### src/hw/rtl/ect_pkg.sv
package ect_pkg;

   localparam int COORD_W = 10;
   localparam int STAMP_W = 32;
   localparam int FRAC_W  = 8;
   localparam int MEAN_W  = COORD_W + FRAC_W;
   localparam int DIST_W  = MEAN_W + 1;
   localparam int MIND_W  = COORD_W + 1;
   localparam int BW_W    = 9;
   localparam int ACC_W   = BW_W + MEAN_W;
   localparam int ACT_W   = 2;
   localparam int DATA_W  = 32;
   localparam int ADDR_W  = 3;

   localparam logic [ACT_W-1:0] ACT_ADD     = 2'd0;
   localparam logic [ACT_W-1:0] ACT_FORGET  = 2'd1;
   localparam logic [ACT_W-1:0] ACT_MEASURE = 2'd2;

   localparam logic REG_BLEND  = 1'b0;
   localparam logic REG_ORIGIN = 1'b1;

   localparam logic [MIND_W-1:0] EMPTY_DIST  = 11'd2047;
   localparam logic [BW_W-1:0]   W_ONE       = 9'd256;
   localparam logic [BW_W-1:0]   BLEND_RESET = 9'd205;

   typedef logic [COORD_W-1:0] coord_type;

   typedef struct packed {
      coord_type          x;
      coord_type          y;
      logic [STAMP_W-1:0] t;
   } event_type;

endpackage

### src/hw/rtl/event_cluster_tracker_top.sv
// Tracks one cluster of camera events held in a DEPTH-entry circular store. An item is
// accepted in the idle cycle and the input is not ready while it is in work. An add
// stores the event and then blends the Q10.8 mean on the shared 9x18 multiplier
// (skipped for the first event or a full store); a forget checks the head entries in
// turn, popping each one stamped before the item, until a kept entry or an empty store
// stops it. Every item then starts the scan, a scan of all held events through the
// single store read port overlapped with the centroid divider (the scan waits for it),
// and loads the result register. A finished result waits in an output register while
// the next item is accepted.
module event_cluster_tracker_top #(
   parameter int DEPTH = 64
) (
   input  logic                          clock,
   input  logic                          reset,

   input  logic                          req_valid,
   output logic                          req_ready,
   input  logic [ect_pkg::ACT_W-1:0]     req_action,
   input  logic [ect_pkg::COORD_W-1:0]   req_pos_x,
   input  logic [ect_pkg::COORD_W-1:0]   req_pos_y,
   input  logic signed [ect_pkg::STAMP_W-1:0] req_stamp,

   output logic                          rsp_valid,
   input  logic                          rsp_ready,
   output logic [$clog2(DEPTH+1)-1:0]    rsp_count,
   output logic [ect_pkg::MEAN_W-1:0]    rsp_mean_x,
   output logic [ect_pkg::MEAN_W-1:0]    rsp_mean_y,
   output logic [ect_pkg::DIST_W-1:0]    rsp_dist_mean,
   output logic [ect_pkg::MIND_W-1:0]    rsp_min_dist,
   output logic [ect_pkg::COORD_W-1:0]   rsp_centroid_x,
   output logic [ect_pkg::COORD_W-1:0]   rsp_centroid_y,
   output logic                          rsp_empty_res,
   output logic                          rsp_rejected,

   input  logic                          psel,
   input  logic                          penable,
   input  logic                          pwrite,
   input  logic [ect_pkg::ADDR_W-1:0]    paddr,
   input  logic [ect_pkg::DATA_W-1:0]    pwdata,
   output logic [ect_pkg::DATA_W-1:0]    prdata,
   output logic                          pready
);

   localparam int IDX_W = $clog2(DEPTH);
   localparam int CNT_W = $clog2(DEPTH + 1);
   localparam int SUM_W = ect_pkg::COORD_W + CNT_W;
   localparam int COORD_W = ect_pkg::COORD_W;
   localparam int MEAN_W = ect_pkg::MEAN_W;
   localparam int ACC_W = ect_pkg::ACC_W;
   localparam int BW_W = ect_pkg::BW_W;
   localparam int STAMP_W = ect_pkg::STAMP_W;
   localparam int MIND_W = ect_pkg::MIND_W;

   localparam logic [2:0] S_IDLE      = 3'd0;
   localparam logic [2:0] S_ADD       = 3'd1;
   localparam logic [2:0] S_MUL       = 3'd2;
   localparam logic [2:0] S_FGT_RD    = 3'd3;
   localparam logic [2:0] S_FGT_CHK   = 3'd4;
   localparam logic [2:0] S_SCAN_INIT = 3'd5;
   localparam logic [2:0] S_SCAN      = 3'd6;
   localparam logic [2:0] S_DONE      = 3'd7;

   localparam logic [2:0] MSTEP_LAST = 3'd4;

   // configuration
   logic [BW_W-1:0]    blend_ff, blend_in;
   logic [STAMP_W-1:0] origin_ff, origin_in;
   logic               csr_wr;

   assign pready = 1'b1;
   assign csr_wr = psel & penable & pwrite;

   always_comb begin
      blend_in  = blend_ff;
      origin_in = origin_ff;
      if (csr_wr) begin
         if (paddr[2] == ect_pkg::REG_ORIGIN) begin
            origin_in = pwdata;
         end else begin
            blend_in = pwdata[BW_W-1:0];
         end
      end
      if (paddr[2] == ect_pkg::REG_ORIGIN) begin
         prdata = origin_ff;
      end else begin
         prdata = {{(ect_pkg::DATA_W-BW_W){1'b0}}, blend_ff};
      end
   end

   // cluster state
   logic [2:0]          state_ff, state_in;
   logic [IDX_W-1:0]    head_ff, head_in;
   logic [CNT_W-1:0]    count_ff, count_in;
   logic [MEAN_W-1:0]   mean_x_ff, mean_x_in, mean_y_ff, mean_y_in;
   logic [SUM_W-1:0]    sum_x_ff, sum_x_in, sum_y_ff, sum_y_in;

   // item under work
   logic [ect_pkg::ACT_W-1:0] act_ff, act_in;
   logic [COORD_W-1:0]  px_ff, px_in, py_ff, py_in;
   logic [STAMP_W-1:0]  stamp_ff, stamp_in;
   logic                rej_ff, rej_in;
   logic [2:0]          mstep_ff, mstep_in;
   logic [ACC_W-1:0]    acc_ff, acc_in;
   logic [IDX_W-1:0]    ptr_ff, ptr_in;
   logic [CNT_W-1:0]    left_ff, left_in;
   logic                rdv_ff, rdv_in;
   logic [MIND_W-1:0]   best_ff, best_in;

   // result register
   logic                out_valid_ff, out_valid_in;
   logic [CNT_W-1:0]    o_count_ff;
   logic [MEAN_W-1:0]   o_mean_x_ff, o_mean_y_ff;
   logic [ect_pkg::DIST_W-1:0] o_dist_ff;
   logic [MIND_W-1:0]   o_min_ff;
   logic [COORD_W-1:0]  o_cx_ff, o_cy_ff;
   logic                o_empty_ff, o_rej_ff;
   logic                load_out;

   // store
   ect_pkg::event_type  mem [DEPTH];
   ect_pkg::event_type  rd_data_ff, wr_data;
   logic [IDX_W-1:0]    rd_addr, wr_addr;
   logic                wr_en;

   always_ff @(posedge clock) begin
      if (wr_en) begin
         mem[wr_addr] <= wr_data;
      end
      rd_data_ff <= mem[rd_addr];
   end

   function automatic logic [IDX_W-1:0] idx_inc(input logic [IDX_W-1:0] i);
      idx_inc = (i == IDX_W'(DEPTH - 1)) ? '0 : i + 1'b1;
   endfunction

   function automatic logic [COORD_W-1:0] coord_diff(input logic [COORD_W-1:0] a,
                                                     input logic [COORD_W-1:0] b);
      coord_diff = (a > b) ? a - b : b - a;
   endfunction

   function automatic logic [MEAN_W-1:0] mean_diff(input logic [MEAN_W-1:0] a,
                                                   input logic [MEAN_W-1:0] b);
      mean_diff = (a > b) ? a - b : b - a;
   endfunction

   // shared multiplier for the mean blend
   logic [BW_W-1:0]   w_eff, w_inv, mul_a;
   logic [MEAN_W-1:0] mul_b;
   logic [ACC_W-1:0]  prod;

   assign w_eff = (blend_ff > ect_pkg::W_ONE) ? ect_pkg::W_ONE : blend_ff;
   assign w_inv = ect_pkg::W_ONE - w_eff;

   always_comb begin
      mul_a = mstep_ff[0] ? w_eff : w_inv;
      case (mstep_ff[1:0])
         2'd0:    mul_b = mean_x_ff;
         2'd1:    mul_b = {px_ff, {ect_pkg::FRAC_W{1'b0}}};
         2'd2:    mul_b = mean_y_ff;
         default: mul_b = {py_ff, {ect_pkg::FRAC_W{1'b0}}};
      endcase
      prod = mul_a * mul_b;
   end

   // centroid divider
   logic               div_start, div_busy;
   ect_pkg::coord_type quot_x, quot_y;

   ect_div #(
      .CNT_W (CNT_W),
      .SUM_W (SUM_W)
   ) u_div (
      .clock  (clock),
      .reset  (reset),
      .start  (div_start),
      .num_x  (sum_x_ff),
      .num_y  (sum_y_ff),
      .den    (count_ff),
      .busy   (div_busy),
      .quot_x (quot_x),
      .quot_y (quot_y)
   );

   logic [CNT_W:0]      slot_sum, slot_wrap;
   logic [MIND_W-1:0]   scan_dist;
   logic                pop;

   always_comb begin
      slot_sum  = (CNT_W+1)'(head_ff) + (CNT_W+1)'(count_ff);
      slot_wrap = (slot_sum >= (CNT_W+1)'(DEPTH)) ? slot_sum - (CNT_W+1)'(DEPTH) : slot_sum;
      scan_dist = MIND_W'(coord_diff(px_ff, rd_data_ff.x))
                + MIND_W'(coord_diff(py_ff, rd_data_ff.y));
      pop       = $signed(rd_data_ff.t) < $signed(stamp_ff);
   end

   always_comb begin
      state_in  = state_ff;
      head_in   = head_ff;
      count_in  = count_ff;
      mean_x_in = mean_x_ff;
      mean_y_in = mean_y_ff;
      sum_x_in  = sum_x_ff;
      sum_y_in  = sum_y_ff;
      act_in    = act_ff;
      px_in     = px_ff;
      py_in     = py_ff;
      stamp_in  = stamp_ff;
      rej_in    = rej_ff;
      mstep_in  = mstep_ff;
      acc_in    = acc_ff;
      ptr_in    = ptr_ff;
      left_in   = left_ff;
      rdv_in    = 1'b0;
      best_in   = best_ff;
      rd_addr   = ptr_ff;
      wr_addr   = slot_wrap[IDX_W-1:0];
      wr_data.x = px_ff;
      wr_data.y = py_ff;
      wr_data.t = stamp_ff - origin_ff;
      wr_en     = 1'b0;
      div_start = 1'b0;
      load_out  = 1'b0;
      req_ready = 1'b0;

      unique case (state_ff)
         S_IDLE: begin
            req_ready = 1'b1;
            if (req_valid) begin
               act_in   = req_action;
               px_in    = req_pos_x;
               py_in    = req_pos_y;
               stamp_in = req_stamp;
               rej_in   = 1'b0;
               unique case (req_action)
                  ect_pkg::ACT_ADD:    state_in = S_ADD;
                  ect_pkg::ACT_FORGET: state_in = S_FGT_RD;
                  default:             state_in = S_SCAN_INIT;
               endcase
            end
         end
         S_ADD: begin
            if (count_ff == CNT_W'(DEPTH)) begin
               rej_in   = 1'b1;
               state_in = S_SCAN_INIT;
            end else begin
               wr_en    = 1'b1;
               sum_x_in = sum_x_ff + SUM_W'(px_ff);
               sum_y_in = sum_y_ff + SUM_W'(py_ff);
               count_in = count_ff + 1'b1;
               if (count_ff == '0) begin
                  mean_x_in = {px_ff, {ect_pkg::FRAC_W{1'b0}}};
                  mean_y_in = {py_ff, {ect_pkg::FRAC_W{1'b0}}};
                  state_in  = S_SCAN_INIT;
               end else begin
                  mstep_in = '0;
                  state_in = S_MUL;
               end
            end
         end
         S_MUL: begin
            // even steps start a product, odd steps accumulate, step 2 and 4 retire
            acc_in   = (mstep_ff[0] ? acc_ff : '0) + prod;
            mstep_in = mstep_ff + 1'b1;
            if (mstep_ff == 3'd2) begin
               mean_x_in = acc_ff[ACC_W-2:ect_pkg::FRAC_W];
            end
            if (mstep_ff == MSTEP_LAST) begin
               mean_y_in = acc_ff[ACC_W-2:ect_pkg::FRAC_W];
               state_in  = S_SCAN_INIT;
            end
         end
         S_FGT_RD: begin
            rd_addr = head_ff;
            if (count_ff == '0) begin
               state_in = S_SCAN_INIT;
            end else begin
               state_in = S_FGT_CHK;
            end
         end
         S_FGT_CHK: begin
            // read of the next head entry goes out while this one pops
            rd_addr = idx_inc(head_ff);
            if (pop) begin
               head_in  = idx_inc(head_ff);
               count_in = count_ff - 1'b1;
               sum_x_in = sum_x_ff - SUM_W'(rd_data_ff.x);
               sum_y_in = sum_y_ff - SUM_W'(rd_data_ff.y);
               if (count_ff == CNT_W'(1)) begin
                  state_in = S_SCAN_INIT;
               end
            end else begin
               state_in = S_SCAN_INIT;
            end
         end
         S_SCAN_INIT: begin
            ptr_in    = head_ff;
            left_in   = count_ff;
            best_in   = ect_pkg::EMPTY_DIST;
            div_start = 1'b1;
            state_in  = S_SCAN;
         end
         S_SCAN: begin
            rd_addr = ptr_ff;
            if (left_ff != '0) begin
               rdv_in  = 1'b1;
               ptr_in  = idx_inc(ptr_ff);
               left_in = left_ff - 1'b1;
            end
            if (rdv_ff && (scan_dist < best_ff)) begin
               best_in = scan_dist;
            end
            if ((left_ff == '0) && !rdv_ff && !div_busy) begin
               state_in = S_DONE;
            end
         end
         S_DONE: begin
            if (!out_valid_ff || rsp_ready) begin
               load_out = 1'b1;
               state_in = S_IDLE;
            end
         end
         default: state_in = S_IDLE;
      endcase
   end

   always_comb begin
      out_valid_in = out_valid_ff;
      if (rsp_ready) begin
         out_valid_in = 1'b0;
      end
      if (load_out) begin
         out_valid_in = 1'b1;
      end
   end

   always_ff @(posedge clock) begin
      if (reset) begin
         state_ff     <= S_IDLE;
         head_ff      <= '0;
         count_ff     <= '0;
         mean_x_ff    <= '0;
         mean_y_ff    <= '0;
         sum_x_ff     <= '0;
         sum_y_ff     <= '0;
         rdv_ff       <= 1'b0;
         out_valid_ff <= 1'b0;
         blend_ff     <= ect_pkg::BLEND_RESET;
         origin_ff    <= '0;
      end else begin
         state_ff     <= state_in;
         head_ff      <= head_in;
         count_ff     <= count_in;
         mean_x_ff    <= mean_x_in;
         mean_y_ff    <= mean_y_in;
         sum_x_ff     <= sum_x_in;
         sum_y_ff     <= sum_y_in;
         rdv_ff       <= rdv_in;
         out_valid_ff <= out_valid_in;
         blend_ff     <= blend_in;
         origin_ff    <= origin_in;
      end
   end

   always_ff @(posedge clock) begin
      act_ff   <= act_in;
      px_ff    <= px_in;
      py_ff    <= py_in;
      stamp_ff <= stamp_in;
      rej_ff   <= rej_in;
      mstep_ff <= mstep_in;
      acc_ff   <= acc_in;
      ptr_ff   <= ptr_in;
      left_ff  <= left_in;
      best_ff  <= best_in;
   end

   always_ff @(posedge clock) begin
      if (load_out) begin
         o_count_ff  <= count_ff;
         o_mean_x_ff <= mean_x_ff;
         o_mean_y_ff <= mean_y_ff;
         o_dist_ff   <= ect_pkg::DIST_W'(mean_diff({px_ff, {ect_pkg::FRAC_W{1'b0}}}, mean_x_ff))
                      + ect_pkg::DIST_W'(mean_diff({py_ff, {ect_pkg::FRAC_W{1'b0}}}, mean_y_ff));
         o_min_ff    <= best_ff;
         o_cx_ff     <= (count_ff == '0) ? '0 : quot_x;
         o_cy_ff     <= (count_ff == '0) ? '0 : quot_y;
         o_empty_ff  <= count_ff == '0;
         o_rej_ff    <= rej_ff && (act_ff == ect_pkg::ACT_ADD);
      end
   end

   assign rsp_valid      = out_valid_ff;
   assign rsp_count      = o_count_ff;
   assign rsp_mean_x     = o_mean_x_ff;
   assign rsp_mean_y     = o_mean_y_ff;
   assign rsp_dist_mean  = o_dist_ff;
   assign rsp_min_dist   = o_min_ff;
   assign rsp_centroid_x = o_cx_ff;
   assign rsp_centroid_y = o_cy_ff;
   assign rsp_empty_res  = o_empty_ff;
   assign rsp_rejected   = o_rej_ff;

endmodule

### src/hw/rtl/ect_div.sv
module ect_div #(
   parameter int CNT_W = 7,
   parameter int SUM_W = 17
) (
   input  logic                   clock,
   input  logic                   reset,
   input  logic                   start,
   input  logic [SUM_W-1:0]       num_x,
   input  logic [SUM_W-1:0]       num_y,
   input  logic [CNT_W-1:0]       den,
   output logic                   busy,
   output ect_pkg::coord_type     quot_x,
   output ect_pkg::coord_type     quot_y
);

   localparam int ITER_W = $clog2(SUM_W + 1);

   logic [SUM_W-1:0]  qx_ff, qx_in, qy_ff, qy_in;
   logic [CNT_W-1:0]  rx_ff, rx_in, ry_ff, ry_in;
   logic [CNT_W-1:0]  den_ff, den_in;
   logic [ITER_W-1:0] iter_ff, iter_in;

   logic [CNT_W:0] trial_x, trial_y, diff_x, diff_y;
   logic           ge_x, ge_y;

   // restoring division, one quotient bit per cycle for both coordinates
   always_comb begin
      trial_x = {rx_ff, qx_ff[SUM_W-1]};
      trial_y = {ry_ff, qy_ff[SUM_W-1]};
      ge_x    = trial_x >= {1'b0, den_ff};
      ge_y    = trial_y >= {1'b0, den_ff};
      diff_x  = trial_x - {1'b0, den_ff};
      diff_y  = trial_y - {1'b0, den_ff};

      qx_in   = qx_ff;
      qy_in   = qy_ff;
      rx_in   = rx_ff;
      ry_in   = ry_ff;
      den_in  = den_ff;
      iter_in = iter_ff;

      if (start) begin
         qx_in   = num_x;
         qy_in   = num_y;
         rx_in   = '0;
         ry_in   = '0;
         den_in  = den;
         iter_in = ITER_W'(SUM_W);
      end else if (iter_ff != '0) begin
         rx_in   = ge_x ? diff_x[CNT_W-1:0] : trial_x[CNT_W-1:0];
         ry_in   = ge_y ? diff_y[CNT_W-1:0] : trial_y[CNT_W-1:0];
         qx_in   = {qx_ff[SUM_W-2:0], ge_x};
         qy_in   = {qy_ff[SUM_W-2:0], ge_y};
         iter_in = iter_ff - 1'b1;
      end
   end

   always_ff @(posedge clock) begin
      if (reset) begin
         iter_ff <= '0;
      end else begin
         iter_ff <= iter_in;
      end
   end

   always_ff @(posedge clock) begin
      qx_ff  <= qx_in;
      qy_ff  <= qy_in;
      rx_ff  <= rx_in;
      ry_ff  <= ry_in;
      den_ff <= den_in;
   end

   assign busy   = iter_ff != '0;
   assign quot_x = qx_ff[ect_pkg::COORD_W-1:0];
   assign quot_y = qy_ff[ect_pkg::COORD_W-1:0];

endmodule

### config.mk
export PLATFORM = sky130hd
export DESIGN_NAME = event_cluster_tracker_top
export DESIGN_NICKNAME = d
export VERILOG_FILES = /design/src/hw/rtl/ect_pkg.sv /design/src/hw/rtl/event_cluster_tracker_top.sv /design/src/hw/rtl/ect_div.sv
export SDC_FILE = /design/constraint.sdc
export NUM_CORES = 2
export LEC_CHECK = 0
export BUFFER_PORTS_ARGS = -buffer_cell sky130_fd_sc_hd__buf_4
export CAP_MARGIN = 40
export CORE_AREA = 4 4 540 675
export CTS_CLUSTER_DIAMETER = 200
export DETAILED_ROUTE_END_ITERATION = 8
export DIE_AREA = 0 0 544 679
export PLACE_DENSITY = 0.67
export SLEW_MARGIN = 10
export SYNTH_ARGS = -nofsm -noshare
export SYNTH_HDL_FRONTEND = slang
export SYNTH_SLANG_ARGS = --single-unit
export TNS_END_PERCENT = 1
### constraint.sdc
create_clock -name clock -period 19.3 [get_ports clock]
set_clock_uncertainty 0.15 [all_clocks]
set_input_delay 0 -clock clock [delete_from_list [all_inputs] [get_ports clock]]
set_output_delay 0 -clock clock [all_outputs]
set_load 0.02 [all_outputs]
## After elaboration in Yosys (flattened, before gate mapping)

Memories as Yosys holds them, arrays and structs flattened. A register that Yosys moved wholly into a read port is not among the register bits.
Cells that the tools add are included.
W data, S select, Z words.

| storage, ports and cells | value |
|---|---|
| bits in registers | 393 |
| RAM bits | 3328 |
| bits of input ports | 96 |
| memories | 1 |

Memories:

| memory | words | width | read ports | clocked after Yosys merged registers in | write ports | line | RTL |
|---|---|---|---|---|---|---|---|
| mem | 64 | 52 | 1 | 1 | 1 | event_cluster_tracker_top.sv:120 | `ect_pkg::event_type mem [DEPTH];` |

| operators by class | value |
|---|---|
| add/sub/neg operators | 28 |
| multipliers | 1 |
| order comparisons | 10 |
| eq/ne operators | 29 |
| multiplexer cells | 72 |
| bitwise gates (word level) | 4 |
| reduce and logical (&&, ||, !) cells | 36 |

Operator list:

| cell | number |
|---|---|
| $mux W18 | 8 |
| $mux W17 | 8 |
| $pmux W18 S2 | 2 |
| $sub A18 B18 Y18 | 4 |
| $pmux W17 S2 | 2 |
| $pmux W18 S3 | 1 |
| $sub A10 B10 Y10 | 4 |
| $gt A18 B18 Y1 | 2 |
| $mux W7 | 5 |
| $add A17 B10 Y17 | 2 |
| $sub A17 B10 Y17 | 2 |
| $lt A32 B32 Y1 | 1 |
| $mux W32 | 1 |
| $sub A32 B32 Y32 | 1 |
| $mux W3 | 10 |
| $pmux W7 S2 | 2 |
| $add A27 B27 Y27 | 1 |
| $mul A9 B18 Y27 | 1 |
| $mux W27 | 1 |
| $mux W6 | 4 |
| $ne A2 B2 Y1 const B | 12 |
| $pmux W3 S8 | 1 |
| $pmux W6 S2 | 2 |
| $pmux W11 S2 | 1 |
| other kinds (48) | 102 |

## Longest topological paths before layout

| logic depth | value |
|---|---|
| depth after elaboration | 7 |
| depth in mapped cells | 30 |
| depth with buffers taken out | 28 |

## Cells and area by module

A second synthesis with hierarchy kept.

| second synthesis, totals | value |
|---|---|
| cells, all modules | 12266 |
| area total of the unflattened synthesis | 160929.3 µm² |

By module, submodules not included:

| module | times used | cells each | area each (µm²) | sequential area each (µm²) |
|---|---|---|---|---|
| event_cluster_tracker_top | 1 | 11960 | 157516.1 | 109655.2 |
| ect_div | 1 | 306 | 3413.3 | 1611.5 |

## Least setup slack after synthesis

No wires, ideal clock.

| timing path | value |
|---|---|
| path type | register to register |
| start point | register blend_ff[8] |
| end point | register acc_ff[24], data pin |
| library setup time | 265 ps |
| arrival | 6584 ps |
| slack | 12301 ps |
| cell stages (with the launch flop) | 27 |
| path through | dfxtp_1 -> clkbuf_1 -> nor2b_1 -> clkbuf_1 -> inv_1 -> ha_1 -> o21ai_0 -> o21ai_0 -> a21oi_1 -> a21oi_1 -> a31oi_1 -> clkbuf_1 -> nor2_1 -> fa_1 -> fa_1 -> fa_1 -> fa_1 -> inv_1 -> fa_1 -> inv_1 -> ha_1 -> or2_2 -> a221oi_1 -> and3b_1 -> o31ai_1 -> nor3_1 -> or3_1 |

| on the way | value |
|---|---|
| cells in the longest elaborated chain, start to end | 6 |

RTL lines:

| element | line | RTL |
|---|---|---|
| from (decl) | event_cluster_tracker_top.sv:66 | `logic [BW_W-1:0] blend_ff, blend_in;` |
| from (signal assigned) | event_cluster_tracker_top.sv:347 | `blend_ff <= ect_pkg::BLEND_RESET;` |
| from (signal assigned) | event_cluster_tracker_top.sv:359 | `blend_ff <= blend_in;` |
| $gt A9 B9 Y1 | event_cluster_tracker_top.sv:151 | `assign w_eff = (blend_ff > ect_pkg::W_ONE) ? ect_pkg::W_ONE : blend_ff;` |
| $mux W9 * | event_cluster_tracker_top.sv:151 |  |
| $sub A9 B9 Y9 | event_cluster_tracker_top.sv:152 | `assign w_inv = ect_pkg::W_ONE - w_eff;` |
| $mux W9 * | event_cluster_tracker_top.sv:155 | `mul_a = mstep_ff[0] ? w_eff : w_inv;` |
| $mul A9 B18 Y27 * | event_cluster_tracker_top.sv:162 | `prod = mul_a * mul_b;` |
| $add A27 B27 Y27 * | event_cluster_tracker_top.sv:262 | `acc_in = (mstep_ff[0] ? acc_ff : '0) + prod;` |
| to (signal assigned) | event_cluster_tracker_top.sv:371 | `acc_ff <= acc_in;` |
| to (decl) | event_cluster_tracker_top.sv:103 | `logic [ACC_W-1:0] acc_ff, acc_in;` |

Every way passes the cells marked *; elsewhere a longest branch is shown, timed or not.
A chain may end at the register's enable or synchronous reset.

## Worst setup path after layout

| timing path | value |
|---|---|
| start point | register mstep_ff[0] |
| end point | register acc_ff[25], data pin |

| on the way | value |
|---|---|
| cells in the longest elaborated chain, start to end | 4 |
| elaborated cells between the ends (all ways) | 8 |
| those cells by class | add/sub (1); mul (1); eq/ne (2); mux (3); reduce/logical (1) |

RTL lines:

| element | line | RTL |
|---|---|---|
| from (decl) | event_cluster_tracker_top.sv:102 | `logic [2:0] mstep_ff, mstep_in;` |
| from (signal assigned) | event_cluster_tracker_top.sv:370 | `mstep_ff <= mstep_in;` |
| $eq A2 B2 Y1, or another cell as far along | event_cluster_tracker_top.sv:156 | `case (mstep_ff[1:0])` |
| $pmux W18 S3 | event_cluster_tracker_top.sv:156 |  |
| $mul A9 B18 Y27 | event_cluster_tracker_top.sv:162 |  |
| $add A27 B27 Y27 * | event_cluster_tracker_top.sv:262 |  |

Marked as above.

==> results.txt <==
Status: finished, final reports clean
Total power: 32,500 uW
Critical-path maximum fanout: 36
Top FF cell, synth: edfxtp_1
Post-route ant nets: 0
CTS Sinks: 3,772
Pre-antenna DRT Iters: 7
Rows: 246
Placed cell areas: 170,000 sq um
Area grow syn2layout: 14.2%
FF+latch count, synth: 3,772
Worst slew pin tran: 1.17 ns
Initial antenna violation count: 29
Max-Slew Margin vs Limit: 0.220
Setup TNS: 0 ns
DIE AREA: 369,000 sq um
Hold Path Origin: req_action[1]
Initial core utilization: 0.448
Slowest-stage cell, CP: ha_1
Hold Crit Depth: 5
Crit. End Element: flip-flop
Share of cells above drive strength 1: 0.103
Peak VDD IR: 0.350 mV
Worst setup SP type: flip-flop
Reg2reg setup slack: 10.78 ns
Commonest non-fill, non-tap cell in the layout: edfxtp_1
F_max: 0.117 GHz
Resized cells post-CTS: 0
Count of final max-slew check failures: 0
Number of global-route vias before repair: 99,776
Crit-path most repeated cell: fa_1
Mapped Cells: 11,280
H-tree depth: 5
RePlAce Congestion: 0.933
Routed length per placed instance: 29.3 um
Final Core Density: 0.512
Synth Warn #: 0
Hold crit path type: in2reg
DP HPWL: 288 mm
Die X: 544 um
Worst reg2reg path startpoint: mstep_ff[0]$_SDFFCE_PN0P_
Post-Layout Cell Count: 16,795
Post-synth EDFFs: 3,572
End of the worst hold path: state_ff[2]$_SDFFE_PP0P_
I/O pin count: 226
Core Box Area: 358,000 sq um
Post-Route WL: 491 mm
Leak: 0.0651 uW
Worst Path Required: 19.78 ns
Pin count of the biggest net entering global routing: 157
Clk root buf: clkbuf_16
Residual DRC: 0
Routed via count: 102,567
Final period utilization: 0.442
Syn nets: 11,819
Critical setup path kind: reg2reg
Final Hold Vio Count: 0
First-pass GRT wire length: 695 mm
Nets: 12,328
Post-Place Cells: 15,919
Clock Pin Slew Worst Setup and Hold Paths: 0.07 ns
GRT Total Usage: 0.257
TritonCTS Buffers: 352
Port buffer count: 222
Final setup viols: 0
Most frequent cells in the layout: edfxtp_1, nand2_1, mux2i_1, a21oi_1, o22ai_1
Overflow after GRT: 0
Clock Tree Buf Depth: 4
Final instance area: 183,000 sq um
FF-to-FF End: acc_ff[25]$_DFFE_PP_
CTS tree: done
Clk_lat worst skew: 0.95 ns
Crit-path max cell delay: 0.58 ns
Worst-case reg-to-reg path depth: 25
Syn Area/Cell: 14.2 sq um
Worst EP arrival: 9.00 ns
PwrDens: 177 nW/um^2
Die Span Y: 679 um
Mapped Area: 160,000 sq um
Initial drt markers: 13,292
RSZ-0062 raised after global routing: no
DR vias/cell: 6.11
Asr flop ratio synth: 0
Netlist cell types: 87
Max_cap viols: 0
Tmin final: 8.52 ns
Register area share after synthesis: 0.693
==> worst max-delay path by stage <==
stage                              startpoint                    to  slack (ns)  cells after the start
finish              mstep_ff[0]$_SDFFCE_PN0P_  acc_ff[25]$_DFFE_PP_       10.78                     25
floorplan            blend_ff[8]$_SDFFE_PP0P_  acc_ff[24]$_DFFE_PP_       12.30                     26
global route         blend_ff[8]$_SDFFE_PP0P_  acc_ff[25]$_DFFE_PP_       10.54                     30
global placement    mstep_ff[0]$_SDFFCE_PN0P_  acc_ff[25]$_DFFE_PP_       10.92                     25
CTS                 mstep_ff[0]$_SDFFCE_PN0P_  acc_ff[25]$_DFFE_PP_       10.87                     25
detailed placement  mstep_ff[0]$_SDFFCE_PN0P_  acc_ff[25]$_DFFE_PP_       10.89                     24
==> through the flow <==
step	setup WS [ns]	hold slack, ns
2_1_floorplan	12.30	-0.0511
3_3_place_gp	10.92	0.0290
3_5_place_dp	10.89	0.0294
4_1_cts	10.87	0.00657
5_1_grt	10.54	0.0594
6_report	10.78	0.0645
==> worst max-delay path, delay by kind of cell, from the launching register on <==
kind	cells	cell delay, ns
flip-flops	1	0.35
AND/OR/NAND/NOR	3	0.73
XOR/XNOR	1	0.11
AO/OA/AOI/OAI	8	2.61
buffers and inverters	6	1.01
adder cells (fa/ha/maj)	7	3.25
==> state kept, by name, indices dropped and copies added (netlist names), 9 cells and up <==
name / count
rsp_centroid_x: 10
rsp_mean_x: 18
px_ff: 10
mean_y_ff: 18
mem: 3328
blend_ff: 9
rsp_centroid_y: 10
stamp_ff: 32
py_ff: 10
acc_ff: 26
u_div.qx_ff: 17
rd_data_ff: 52
u_div.qy_ff: 17
rsp_mean_y: 18
sum_y_ff: 17
sum_x_ff: 17
rsp_dist_mean: 19
rsp_min_dist: 11
mean_x_ff: 18
best_ff: 11
origin_ff: 32
==> timing repair <==
item / in CTS / in global routing
setup buffers: 0 / 0
setup endpoints to repair: 0 / 0
hold buffers: 219 / 0
hold endpoints to repair: 250 / 0
==> cell usage after synthesis, types with 200 or more instances <==
master / count / area, sq um
clkbuf_1: 334 / 1250
mux2i_1: 1168 / 11700
nor2_1: 368 / 1380
inv_1: 384 / 1440
or4_1: 204 / 1530
nand2_1: 1527 / 5730
buf_2: 207 / 1040
ha_1: 296 / 3700
o22ai_1: 550 / 3440
a21oi_1: 757 / 3790
edfxtp_1: 3572 / 107000
dfxtp_1: 200 / 4000
==> logic make-up after synthesis <==
family | share of synthesized area
flip-flops | 0.693
AO/OA/AOI/OAI | 0.0786
buffers and inverters | 0.0268
other | 0.0000234
adder cells (fa/ha/maj) | 0.0414
AND/OR/NAND/NOR | 0.0755
multiplexers | 0.0741
XOR/XNOR | 0.0103
==> area by class of cell <==
cell class              count  area (sq um)
fillers                 28995        175000
multi-input cells        6490         45800
repair buffers            786          7700
flip-flops and latches   3772        111000
diodes                     26          65.1
clock inverters           193          1870
well taps                4712          5900
inverters                 387          1450
clock buffers             429          9300
==> where the power goes <==
part | internal (uW) | leakage [uW] | switching, uW
Sequential | 10300 | 0.0338 | 291
Combinational | 5270 | 0.0259 | 9800
Clock | 3830 | 0.00544 | 3030
==> metal layers <==
metal,vias up,routed length (um),part of all wire,track usage
met3,1388,48800,0.099,0.0426
met2,6043,235000,0.48,0.428
met1,51442,178000,0.36,0.325
met5,-,119,0.00024,0
met4,18,29300,0.060,0.132
li1,43676,-,-,-
Note: power is estimated with default switching activity, not from simulation.
